**src/rtl/sifq_pkg.sv**
```systemverilog
// Shared package of the sorted insert queue: depth, widths, operation and status codes,
// and the command struct between controller and datapath. No dependencies.
`default_nettype none

package sifq_pkg;

  // Entry storage depth and derived widths
  localparam int QUEUE_DEPTH = 16;
  localparam int CNT_W       = $clog2(QUEUE_DEPTH + 1);
  localparam int KEY_W       = 32;
  localparam int TAG_W       = 16;
  localparam int OP_W        = 2;
  localparam int STAT_W      = 2;
  localparam int OCC_W       = 5;

  // Operation codes
  localparam logic [OP_W-1:0] OP_APPEND = 2'd0;
  localparam logic [OP_W-1:0] OP_SORTED = 2'd1;
  localparam logic [OP_W-1:0] OP_REMOVE = 2'd2;

  // Status codes
  localparam logic [STAT_W-1:0] ST_DONE  = 2'd0;
  localparam logic [STAT_W-1:0] ST_FULL  = 2'd1;
  localparam logic [STAT_W-1:0] ST_EMPTY = 2'd2;

  // Controller to datapath commands
  typedef struct packed {
    logic capture;   // latch the accepted transaction
    logic evaluate;  // build the insert position mask
    logic commit;    // update the cells and load the result
  } sifq_cmd_t;

endpackage

`default_nettype wire

```
**src/rtl/sifq_in_if.sv**
```systemverilog
// Input channel interface of the sorted insert queue: valid, ready and the operation payload.
// Depends on sifq_pkg for field widths.
`default_nettype none

interface sifq_in_if
  import sifq_pkg::*;
();
  logic                    valid;
  logic                    ready;
  logic [OP_W-1:0]         operation;
  logic signed [KEY_W-1:0] item_key;
  logic [TAG_W-1:0]        item_tag;

  modport source (output valid, output operation, output item_key, output item_tag,
                  input ready);
  modport sink   (input valid, input operation, input item_key, input item_tag,
                  output ready);
endinterface

`default_nettype wire

```
**src/rtl/sifq_out_if.sv**
```systemverilog
// Result channel interface of the sorted insert queue: valid, ready and the result payload.
// Depends on sifq_pkg for field widths.
`default_nettype none

interface sifq_out_if
  import sifq_pkg::*;
();
  logic                    valid;
  logic                    ready;
  logic                    head_valid;
  logic signed [KEY_W-1:0] head_key;
  logic [TAG_W-1:0]        head_tag;
  logic [STAT_W-1:0]       status;
  logic [OCC_W-1:0]        occupancy;

  modport source (output valid, output head_valid, output head_key, output head_tag,
                  output status, output occupancy, input ready);
  modport sink   (input valid, input head_valid, input head_key, input head_tag,
                  input status, input occupancy, output ready);
endinterface

`default_nettype wire

```
**src/rtl/sifq_ctrl.sv**
```systemverilog
// Controller of the sorted insert queue: sequences capture, evaluate and commit, and owns
// the result valid flag. Depends on sifq_pkg.
`default_nettype none

module sifq_ctrl
  import sifq_pkg::*;
(
  input  wire logic clk,
  input  wire logic rst_n,
  input  wire logic in_valid,
  output logic      in_ready,
  output logic      out_valid,
  input  wire logic out_ready,
  output sifq_cmd_t cmd
);

  typedef enum logic [1:0] {S_IDLE, S_EVAL, S_COMMIT} state_t;

  state_t state_r;
  logic   out_valid_r;
  logic   commit_go;

  // Accept a transaction only between operations
  assign in_ready  = (state_r == S_IDLE);
  assign commit_go = (state_r == S_COMMIT) && (!out_valid_r || out_ready);

  assign cmd.capture  = in_valid && in_ready;
  assign cmd.evaluate = (state_r == S_EVAL);
  assign cmd.commit   = commit_go;
  assign out_valid    = out_valid_r;

  // Advance state and hold the result valid flag until taken
  always_ff @(posedge clk) begin
    if (!rst_n) begin
      state_r     <= S_IDLE;
      out_valid_r <= 1'b0;
    end else begin
      unique case (state_r)
        S_IDLE: begin
          if (in_valid) state_r <= S_EVAL;
        end
        S_EVAL: begin
          state_r <= S_COMMIT;
        end
        S_COMMIT: begin
          if (commit_go) state_r <= S_IDLE;
        end
        default: begin
          state_r <= S_IDLE;
        end
      endcase
      if (commit_go) begin
        out_valid_r <= 1'b1;
      end else if (out_ready) begin
        out_valid_r <= 1'b0;
      end
    end
  end

endmodule

`default_nettype wire

```
**src/rtl/sifq_dpath.sv**
```systemverilog
// Datapath of the sorted insert queue: a row of key/tag cells with per-cell compare,
// the insert position mask, the entry count and the result registers. Depends on sifq_pkg.
`default_nettype none

module sifq_dpath
  import sifq_pkg::*;
(
  input  wire logic                    clk,
  input  wire logic                    rst_n,
  input  wire sifq_cmd_t               cmd,
  input  wire logic [OP_W-1:0]         in_operation,
  input  wire logic signed [KEY_W-1:0] in_item_key,
  input  wire logic [TAG_W-1:0]        in_item_tag,
  output logic                         out_head_valid,
  output logic signed [KEY_W-1:0]      out_head_key,
  output logic [TAG_W-1:0]             out_head_tag,
  output logic [STAT_W-1:0]            out_status,
  output logic [OCC_W-1:0]             out_occupancy
);

  // Captured transaction
  logic [OP_W-1:0]         op_r;
  logic signed [KEY_W-1:0] key_r;
  logic [TAG_W-1:0]        tag_r;

  // Cell row, head at index 0
  logic signed [KEY_W-1:0] cell_key_r [QUEUE_DEPTH];
  logic [TAG_W-1:0]        cell_tag_r [QUEUE_DEPTH];
  logic [CNT_W-1:0]        count_r;

  // Mask of cells at or after the insert position
  logic [QUEUE_DEPTH-1:0]  mask_r;
  logic [QUEUE_DEPTH-1:0]  mask_nxt;
  logic [QUEUE_DEPTH-1:0]  hit;

  logic                    is_full;
  logic                    is_empty;
  logic                    do_insert;
  logic                    do_remove;
  logic [CNT_W-1:0]        count_nxt;
  logic [CNT_W+OCC_W-1:0]  occ_ext;

  assign is_full   = (count_r == CNT_W'(QUEUE_DEPTH));
  assign is_empty  = (count_r == '0);
  assign do_insert = ((op_r == OP_APPEND) || (op_r == OP_SORTED)) && !is_full;
  assign do_remove = (op_r == OP_REMOVE) && !is_empty;

  // Compare every stored cell against the new key; unused cells always hit
  always_comb begin
    for (int i = 0; i < QUEUE_DEPTH; i++) begin
      if (CNT_W'(i) >= count_r) begin
        hit[i] = 1'b1;
      end else begin
        hit[i] = (op_r == OP_SORTED) && (cell_key_r[i] >= key_r);
      end
    end
    mask_nxt[0] = hit[0];
    for (int i = 1; i < QUEUE_DEPTH; i++) begin
      mask_nxt[i] = mask_nxt[i-1] | hit[i];
    end
  end

  // Next entry count
  always_comb begin
    count_nxt = count_r;
    if (do_insert) begin
      count_nxt = count_r + CNT_W'(1);
    end else if (do_remove) begin
      count_nxt = count_r - CNT_W'(1);
    end
  end

  assign occ_ext = {{OCC_W{1'b0}}, count_nxt};

  // Latch transaction and position mask
  always_ff @(posedge clk) begin
    if (cmd.capture) begin
      op_r  <= in_operation;
      key_r <= in_item_key;
      tag_r <= in_item_tag;
    end
    if (cmd.evaluate) begin
      mask_r <= mask_nxt;
    end
  end

  // Shift the cell row open for an insert or closed for a remove
  always_ff @(posedge clk) begin
    if (cmd.commit) begin
      for (int i = 0; i < QUEUE_DEPTH; i++) begin
        if (do_insert) begin
          if (mask_r[i] && ((i == 0) || !mask_r[(i == 0) ? 0 : i-1])) begin
            cell_key_r[i] <= key_r;
            cell_tag_r[i] <= tag_r;
          end else if (mask_r[i]) begin
            cell_key_r[i] <= cell_key_r[(i == 0) ? 0 : i-1];
            cell_tag_r[i] <= cell_tag_r[(i == 0) ? 0 : i-1];
          end
        end else if (do_remove && (i < QUEUE_DEPTH - 1)) begin
          cell_key_r[i] <= cell_key_r[(i < QUEUE_DEPTH - 1) ? i+1 : i];
          cell_tag_r[i] <= cell_tag_r[(i < QUEUE_DEPTH - 1) ? i+1 : i];
        end
      end
    end
  end

  // Hold the entry count
  always_ff @(posedge clk) begin
    if (!rst_n) begin
      count_r <= '0;
    end else if (cmd.commit) begin
      count_r <= count_nxt;
    end
  end

  // Load the result payload
  always_ff @(posedge clk) begin
    if (cmd.commit) begin
      out_head_valid <= do_remove;
      out_head_key   <= do_remove ? cell_key_r[0] : '0;
      out_head_tag   <= do_remove ? cell_tag_r[0] : '0;
      out_occupancy  <= occ_ext[OCC_W-1:0];
      priority if (((op_r == OP_APPEND) || (op_r == OP_SORTED)) && is_full) begin
        out_status <= ST_FULL;
      end else if ((op_r == OP_REMOVE) && is_empty) begin
        out_status <= ST_EMPTY;
      end else begin
        out_status <= ST_DONE;
      end
    end
  end

endmodule

`default_nettype wire

```
**src/rtl/sorted_insert_fifo_queue_unit.sv**
```systemverilog
// Sorted insert queue: bounded list of signed keys with tags, head at the front.
// Instantiates sifq_ctrl and sifq_dpath; depends on sifq_pkg, sifq_in_if and sifq_out_if.
//
// Usage:
//   in_chan carries one operation per transaction: append at tail, sorted insert
//   (before the first stored key greater than or equal to the new one) or remove head.
//   out_chan returns exactly one result per operation: removed entry, status and the
//   occupancy after the operation.
// Sequence:
//   A transaction passes through capture, an evaluate step in which every cell compares its
//   key against the new key in parallel and the insert mask is registered, and a commit
//   step that shifts the cell row and loads the result register. The next transaction
//   is taken in the cycle after commit; no new operation is accepted before then.
// Stalls:
//   The result register holds while out_chan.ready is low; a new transaction may be
//   taken and evaluated meanwhile, and its commit waits until the result is taken.
// Reset:
//   rst_n (synchronous, active low) empties the queue and drops any pending result.
//   Cell contents are not cleared; only occupied cells are ever compared or returned.
`default_nettype none

module sorted_insert_fifo_queue_unit
  import sifq_pkg::*;
(
  input  wire logic  clk,
  input  wire logic  rst_n,
  sifq_in_if.sink    in_chan,
  sifq_out_if.source out_chan
);

  sifq_cmd_t cmd;

  sifq_ctrl u_ctrl (
    .clk       (clk),
    .rst_n     (rst_n),
    .in_valid  (in_chan.valid),
    .in_ready  (in_chan.ready),
    .out_valid (out_chan.valid),
    .out_ready (out_chan.ready),
    .cmd       (cmd)
  );

  sifq_dpath u_dpath (
    .clk            (clk),
    .rst_n          (rst_n),
    .cmd            (cmd),
    .in_operation   (in_chan.operation),
    .in_item_key    (in_chan.item_key),
    .in_item_tag    (in_chan.item_tag),
    .out_head_valid (out_chan.head_valid),
    .out_head_key   (out_chan.head_key),
    .out_head_tag   (out_chan.head_tag),
    .out_status     (out_chan.status),
    .out_occupancy  (out_chan.occupancy)
  );

endmodule

`default_nettype wire
```
**src/flat_wrapper.sv**
```systemverilog
// flat-port wrapper written by rule: the top's interface ports become plain ports
module sorted_insert_fifo_queue_unit_flat import sifq_pkg::*;
  (clk, rst_n, in_chan_valid, in_chan_operation, in_chan_item_key, in_chan_item_tag, in_chan_ready, out_chan_valid, out_chan_head_valid, out_chan_head_key, out_chan_head_tag, out_chan_status, out_chan_occupancy, out_chan_ready);
  sifq_in_if in_chan_i ();
  sifq_out_if out_chan_i ();
  input  wire logic clk;
  input  wire logic rst_n;
  input wire logic [$bits(in_chan_i.valid)-1:0] in_chan_valid;
  input wire logic [$bits(in_chan_i.operation)-1:0] in_chan_operation;
  input wire logic [$bits(in_chan_i.item_key)-1:0] in_chan_item_key;
  input wire logic [$bits(in_chan_i.item_tag)-1:0] in_chan_item_tag;
  output wire logic [$bits(in_chan_i.ready)-1:0] in_chan_ready;
  output wire logic [$bits(out_chan_i.valid)-1:0] out_chan_valid;
  output wire logic [$bits(out_chan_i.head_valid)-1:0] out_chan_head_valid;
  output wire logic [$bits(out_chan_i.head_key)-1:0] out_chan_head_key;
  output wire logic [$bits(out_chan_i.head_tag)-1:0] out_chan_head_tag;
  output wire logic [$bits(out_chan_i.status)-1:0] out_chan_status;
  output wire logic [$bits(out_chan_i.occupancy)-1:0] out_chan_occupancy;
  input wire logic [$bits(out_chan_i.ready)-1:0] out_chan_ready;
  assign in_chan_i.valid = in_chan_valid;
  assign in_chan_i.operation = in_chan_operation;
  assign in_chan_i.item_key = in_chan_item_key;
  assign in_chan_i.item_tag = in_chan_item_tag;
  assign in_chan_ready = in_chan_i.ready;
  assign out_chan_valid = out_chan_i.valid;
  assign out_chan_head_valid = out_chan_i.head_valid;
  assign out_chan_head_key = out_chan_i.head_key;
  assign out_chan_head_tag = out_chan_i.head_tag;
  assign out_chan_status = out_chan_i.status;
  assign out_chan_occupancy = out_chan_i.occupancy;
  assign out_chan_i.ready = out_chan_ready;
  sorted_insert_fifo_queue_unit u_core (.clk(clk), .rst_n(rst_n), .in_chan(in_chan_i), .out_chan(out_chan_i));
endmodule
```
**config.mk**
```make
export PLATFORM = sky130hd
export DESIGN_NAME = sorted_insert_fifo_queue_unit_flat
export DESIGN_NICKNAME = d
export VERILOG_FILES = /design/src/rtl/sifq_pkg.sv /design/src/rtl/sifq_in_if.sv /design/src/rtl/sifq_out_if.sv /design/src/rtl/sifq_ctrl.sv /design/src/rtl/sifq_dpath.sv /design/src/rtl/sorted_insert_fifo_queue_unit.sv /design/src/flat_wrapper.sv
export SDC_FILE = /design/constraint.sdc
export NUM_CORES = 2
export LEC_CHECK = 0
export ABC_AREA = 1
export BUFFER_PORTS_ARGS = -buffer_cell sky130_fd_sc_hd__clkbuf_2
export CELL_PAD_IN_SITES_DETAIL_PLACEMENT = 1
export CELL_PAD_IN_SITES_GLOBAL_PLACEMENT = 2
export CORE_MARGIN = 8
export CORE_UTILIZATION = 41
export DETAILED_ROUTE_END_ITERATION = 8
export HOLD_SLACK_MARGIN = 0.12
export MAX_ROUTING_LAYER = met4
export PLACE_DENSITY_LB_ADDON = 0.05
export SLEW_MARGIN = 20
export SYNTH_ARGS = -nofsm -noshare
export SYNTH_HDL_FRONTEND = slang
export SYNTH_HIERARCHICAL = 1
export SYNTH_SLANG_ARGS = --single-unit
```
**constraint.sdc**
```tcl
create_clock -name clk -period 9.2 [get_ports clk]
set_clock_uncertainty 0.2 [all_clocks]
set_input_delay 0.92 -clock clk [delete_from_list [all_inputs] [get_ports clk]]
set_output_delay 0.92 -clock clk [all_outputs]
set_load 0.02 [all_outputs]
```
Yosys cells after proc, flatten, opt, wreduce, memory -nomap -nowiden:

Memory sizes are Yosys's and may differ from the RTL's.
Index checks and enable logic that the tools add are counted.

* add/subtract/negate cells: 2
* magnitude comparators: 32
* equality and inequality tests: 7
* muxes and demuxes: 227
* bitwise logic cells: 75
* reduce and logical (&&, ||, !) cells: 62

Operators with widths (count)
* 2-to-1 mux 32 bit: 30
* greater-or-equal comparator 32 bit: 16
* 2-to-1 mux 16 bit: 30
* 2-to-1 mux 1 bit: 161
* bitwise OR 1 bit: 75
* greater-or-equal comparator 4 x 5 -> 1 bit, first input constant: 8
* logical AND 1 bit: 37
* greater-or-equal comparator 3 x 5 -> 1 bit, first input constant: 4
* logical NOT 1 bit: 18
* greater-or-equal comparator 1 x 5 -> 1 bit, first input constant: 2
* greater-or-equal comparator 2 x 5 -> 1 bit, first input constant: 2
* 2-to-1 mux 5 bit: 2
* 2-to-1 mux 2 bit: 3
* one-hot mux 2 bit (3 select lines): 1
* adder 5 x 1 -> 5 bit, second input constant: 1
* equality test 5 bit, second input constant: 1
* logical NOT 5 bit: 1
* subtractor 5 x 1 -> 5 bit, second input constant: 1
* equality test 2 x 1 -> 1 bit, second input constant: 2
* equality test 2 bit, second input constant: 2
* logical NOT 2 bit: 2
* != test 2 bit, second input constant: 2
* logical OR 1 bit: 2
* AND reduction 2 bit: 1
* nonzero test 2 bit: 1

* bits in registers: 130
* bits in writable memories: 768
* input bits: 54
* output and inout port bits: 58
* logic and storage cells: 419
* memories: 2

Memories
* u_core.u_dpath.cell_key_r: words 16, bits a word 32, read ports 16, clocked after Yosys merged registers in 0, write ports 16, RTL line sifq_dpath.sv:27 `logic signed [KEY_W-1:0] cell_key_r [QUEUE_DEPTH];`
* u_core.u_dpath.cell_tag_r: words 16, bits a word 16, read ports 16, clocked after Yosys merged registers in 0, write ports 16, RTL line sifq_dpath.sv:28 `logic [TAG_W-1:0] cell_tag_r [QUEUE_DEPTH];`

Logic depth before layout (Yosys ltp):

An unclocked memory read counts as a cell.

* depth after elaboration: 19
* depth in mapped cells: 25
* mapped depth without buffers: 25

Modules after synthesis:

Netlist, hierarchy kept.

By module, submodules not included
* sifq_dpath: times used 1, cells each 6020, area an instance 54041.8 µm², sequential area each 26825.7 µm²
* sifq_ctrl: times used 1, cells each 21, area an instance 157.7 µm², sequential area each 60.1 µm²

Worst setup path before layout:

Ideal clock, no wire load.

* path kind: input -> register
* start point: input port out_chan_ready
* end point: memory u_core.u_dpath.cell_key_r[15][4] (data pin)
* library setup time: 264 ps
* arrival time: 6645 ps
* required time: 8736 ps
* setup slack: 2090 ps
* cell stages on the path: 10
* path buffers: 3
* cell sequence: nor2_4 > nor3_1 > buf_4 > inv_1 > nor3b_1 > nand2_1 > clkbuf_1 > clkbuf_1 > nand2_1 > o21ai_0

RTL lines
* start, declared: RTL line flat_wrapper.sv:19 `input wire logic [$bits(out_chan_i.ready)-1:0] out_chan_ready;`
* end, declared: RTL line sifq_dpath.sv:27

==> impl_results.md <==
* Status: finished clean
* Period utilisation layout at 55.3%
* Register area share after synthesis at 49.6%
* Multi-input logic area at 24800 um^2
* Flops & latches, synth at 898
* Yosys top cell area share at 49.3%
* Fmax at 197 MHz
* Post-synth EDFFs at 890
* Dominant synthesized flop cell: edfxtp_1
* Largest buffer count on any clock path at 3
* Placer Congestion at 0.825
* Ranking of synthesized cells by area: edfxtp_1 (49%), o21ai_0 (13%), ha_1 (12%)
* First-pass GRT wire length at 242 mm
* Area leader, netlist: edfxtp_1
* Leak at 23.6 nW
* DP Cell Count at 7612
* Setup TNS at 0 ns
* Die height at 380 um
* Post-synth ARST share at 0%
* FP Rows at 133
* Grt total ovfl at 0
* Final ANT Viol Nets at 0
* CTS Buf Count at 112
* Final setup vio count at 0
* Wire per inst at 19.4 um
* Worst vdd ir at 0.169 mV
* Total core area at 131000 um^2
* RSZ-0062 raised after global routing: false
* Hold Fails Final Rpt at 0
* Vias per inst at 5.37
* Most common cell after layout, fill and taps aside: nand2_1
* Slew Limit Headroom at 23.0%
* Syn Nets at 6612
* Fillers at 15100
* Diodes inserted at 0
* Pwr dens at 164 nW/um^2
* Crit path required time at 9.42 ns
* WL final at 152 mm
* Commonest non-fill, non-tap cells in the layout: nand2_1 (1706), o21ai_0 (1394), edfxtp_1 (890)
* Vias at 42200
* CTS tree: built
* Htree depth at 3
* Drt pass-1 iters at 7
* Vias in the first global route at 42200
* Tmin final at 5.09 ns
* Worst-Skew Late Latency at 0.72 ns
* Mapped Avg Cell Area at 8.97 um^2
* DRC Markers at 0
* PortBufs at 111
* Crit end category: flop
* Dpl hpwl at 112 mm
* Pins over their slew limit at 0
* Area Growth Syn to Fin at 10.9%
* I/O pin count at 112
* Setup crit start kind: flop
* Non-filler cells, final at 7862
* HP Class: primary input to flop
* Slew @ Worst Pin at 1.14 ns
* Clock-pin slew on the worst setup and hold paths at 0.06 ns
* CP startpoint: u_core/u_dpath/count_r[1]$_SDFFE_PN0P_
* Starting Density at 41.3%
* Worst r2r path cells at 12
* Synth warn at 6
* Die width at 380 um
* CTS Root Cell: clkbuf_16
* Reg area at 26900 um^2
* Gr usage total at 21.1%
* CTS sink count at 898
* Die Area at 144000 um^2
* Worst Path Max Fanout at 119
* Synth cell types at 52
* Gate Count Post-Synth at 6041
* R2R Path Start: u_core/u_dpath/count_r[1]$_SDFFE_PN0P_
* Share of cells above drive strength 1 at 6.70%
* CP Class: flop to flop
* Worst path arrival time at 5.31 ns
* Reg2reg end: u_core/u_dpath/cell_tag_r[1][76]$_DFFE_PP_
* Initial antenna violation count at 0
* Final net count at 6584
* Mapped cell area at 54200 um^2
* CP endpoint: u_core/u_dpath/cell_tag_r[1][76]$_DFFE_PP_
* Largest net degree at the start of global routing at 232
* # resized after CTS at 0
* Worst R2R Setup Slack at 4.11 ns
* Starting DRT DRC Count at 2810
* Setup Fix Bufs, Post-CTS at 0
* Max_cap viols at 0
==> Yosys cell counts, types with 4 or more instances <==
| cell type | count |
|---|---|
| ha_1 | 517 |
| inv_1 | 330 |
| nand3b_1 | 8 |
| nand2_1 | 1722 |
| dfxtp_1 | 8 |
| o21a_1 | 23 |
| o21bai_1 | 10 |
| o21ai_0 | 1394 |
| buf_2 | 59 |
| a21oi_1 | 272 |
| nor3_1 | 17 |
| buf_1 | 31 |
| o211ai_1 | 109 |
| buf_4 | 5 |
| nor4b_1 | 4 |
| o21ai_1 | 11 |
| nor2_1 | 128 |
| nand4_1 | 40 |
| clkbuf_1 | 275 |
| inv_2 | 6 |
| a31oi_1 | 10 |
| a211oi_1 | 9 |
| xor2_1 | 8 |
| nor4_1 | 14 |
| nand3_1 | 77 |
| edfxtp_1 | 890 |
| nor2_2 | 7 |
| nor2_4 | 5 |
| o221ai_1 | 9 |
| nor4_2 | 4 |
==> registers in the layout, indices dropped and copies added (netlist names) <==
register                       flops
u_core/u_dpath/key_r              32
u_core/u_dpath/out_status          2
u_core/u_dpath/out_head_key       32
u_core/u_dpath/tag_r              16
u_core/u_ctrl/out_valid            1
u_core/u_ctrl/state_r              2
u_core/u_dpath/count_r             5
u_core/u_dpath/mask_r             16
u_core/u_dpath/op_r                2
u_core/u_dpath/out_head_tag       16
u_core/u_dpath/out_head_valid      1
u_core/u_dpath/cell_key_r        512
u_core/u_dpath/out_occupancy       5
u_core/u_dpath/cell_tag_r        256
==> critical path, stage by stage, from the launching register on <==
cell,delay [ns]
dfxtp_1,0.48
inv_1,0.20
ha_1,0.26
inv_1,0.07
nor2_1,0.05
nand2_1,0.17
nand3_2,0.08
buf_4,0.31
nor2_4,0.22
buf_6,0.66
buf_4,0.84
buf_4,0.90
o21ai_0,0.25
==> layout make-up <==
class,count,area share (%)
well taps,1755,3.65
clock buffers,142,4.89
flip-flops and latches,898,44.7
repair buffers,228,2.61
inverters,338,2.12
multi-input cells,4435,41.2
clock inverters,66,0.818
==> power breakdown <==
part / internal, W / switching [W] / leakage (nW)
clock: 0.00241 / 0.00179 / 1.69
sequential: 0.00462 / 0.0000539 / 8.13
combinational: 0.000334 / 0.000643 / 13.7
==> worst min-delay path by stage <==
| stage | from | endpoint | slack, ns | cells past startpoint |
|---|---|---|---|---|
| floorplan | u_core/u_dpath/cell_tag_r[1][116]$_DFFE_PP_ | u_core/u_dpath/cell_tag_r[1][100]$_DFFE_PP_ | 0.30 | 2 |
| global placement | u_core/u_dpath/cell_tag_r[1][114]$_DFFE_PP_ | u_core/u_dpath/cell_tag_r[1][98]$_DFFE_PP_ | 0.30 | 2 |
| detailed placement | u_core/u_dpath/cell_tag_r[1][126]$_DFFE_PP_ | u_core/u_dpath/cell_tag_r[1][110]$_DFFE_PP_ | 0.32 | 2 |
| CTS | in_chan_item_key[26] | u_core/u_dpath/key_r[26]$_DFFE_PP_ | 0.12 | 1 |
| global route | in_chan_item_key[26] | u_core/u_dpath/key_r[26]$_DFFE_PP_ | 0.14 | 1 |
| finish | in_chan_item_key[26] | u_core/u_dpath/key_r[26]$_DFFE_PP_ | 0.19 | 1 |
==> routing by layer <==
layer / global-route usage, % / share of wire (%)
met5: - / 0
met2: 30.1 / 41
met1: 31.6 / 52
met3: 2.70 / 3.7
met4: 5.17 / 2.5
==> through the flow <==
step	cell area (um^2)	util [%]	hold slack (ns)	power, W	setup slack, ns
floorplan	54200	-	0.300	0.00540	2.09
global placement	56200	42.8	0.304	0.00567	3.82
detailed placement	56300	42.8	0.317	0.00573	3.66
CTS	60100	45.8	0.122	0.0100	3.90
global route	60100	45.8	0.137	0.0103	3.73
finish	60100	45.8	0.188	0.00985	4.11
==> cells by family after synthesis <==
| family | count (synthesis) | synth area share (%) |
|---|---|---|
| and+or+nand+nor | 2046 | 15.1 |
| adders and majority gates | 517 | 11.9 |
| DFF | 898 | 49.6 |
| xor gates and xnor gates | 8 | 0.129 |
| AOI/OAI and AO/OA | 1864 | 18.1 |
| buffers and inverters | 708 | 5.07 |
==> repair_timing <==
action | 4_1_cts | 5_1_grt
endpoints found under the hold margin | 42 | 0
setup endpoints to repair | 0 | 0
hold buffers | 42 | 0
Power figures use the tool's default switching activity.
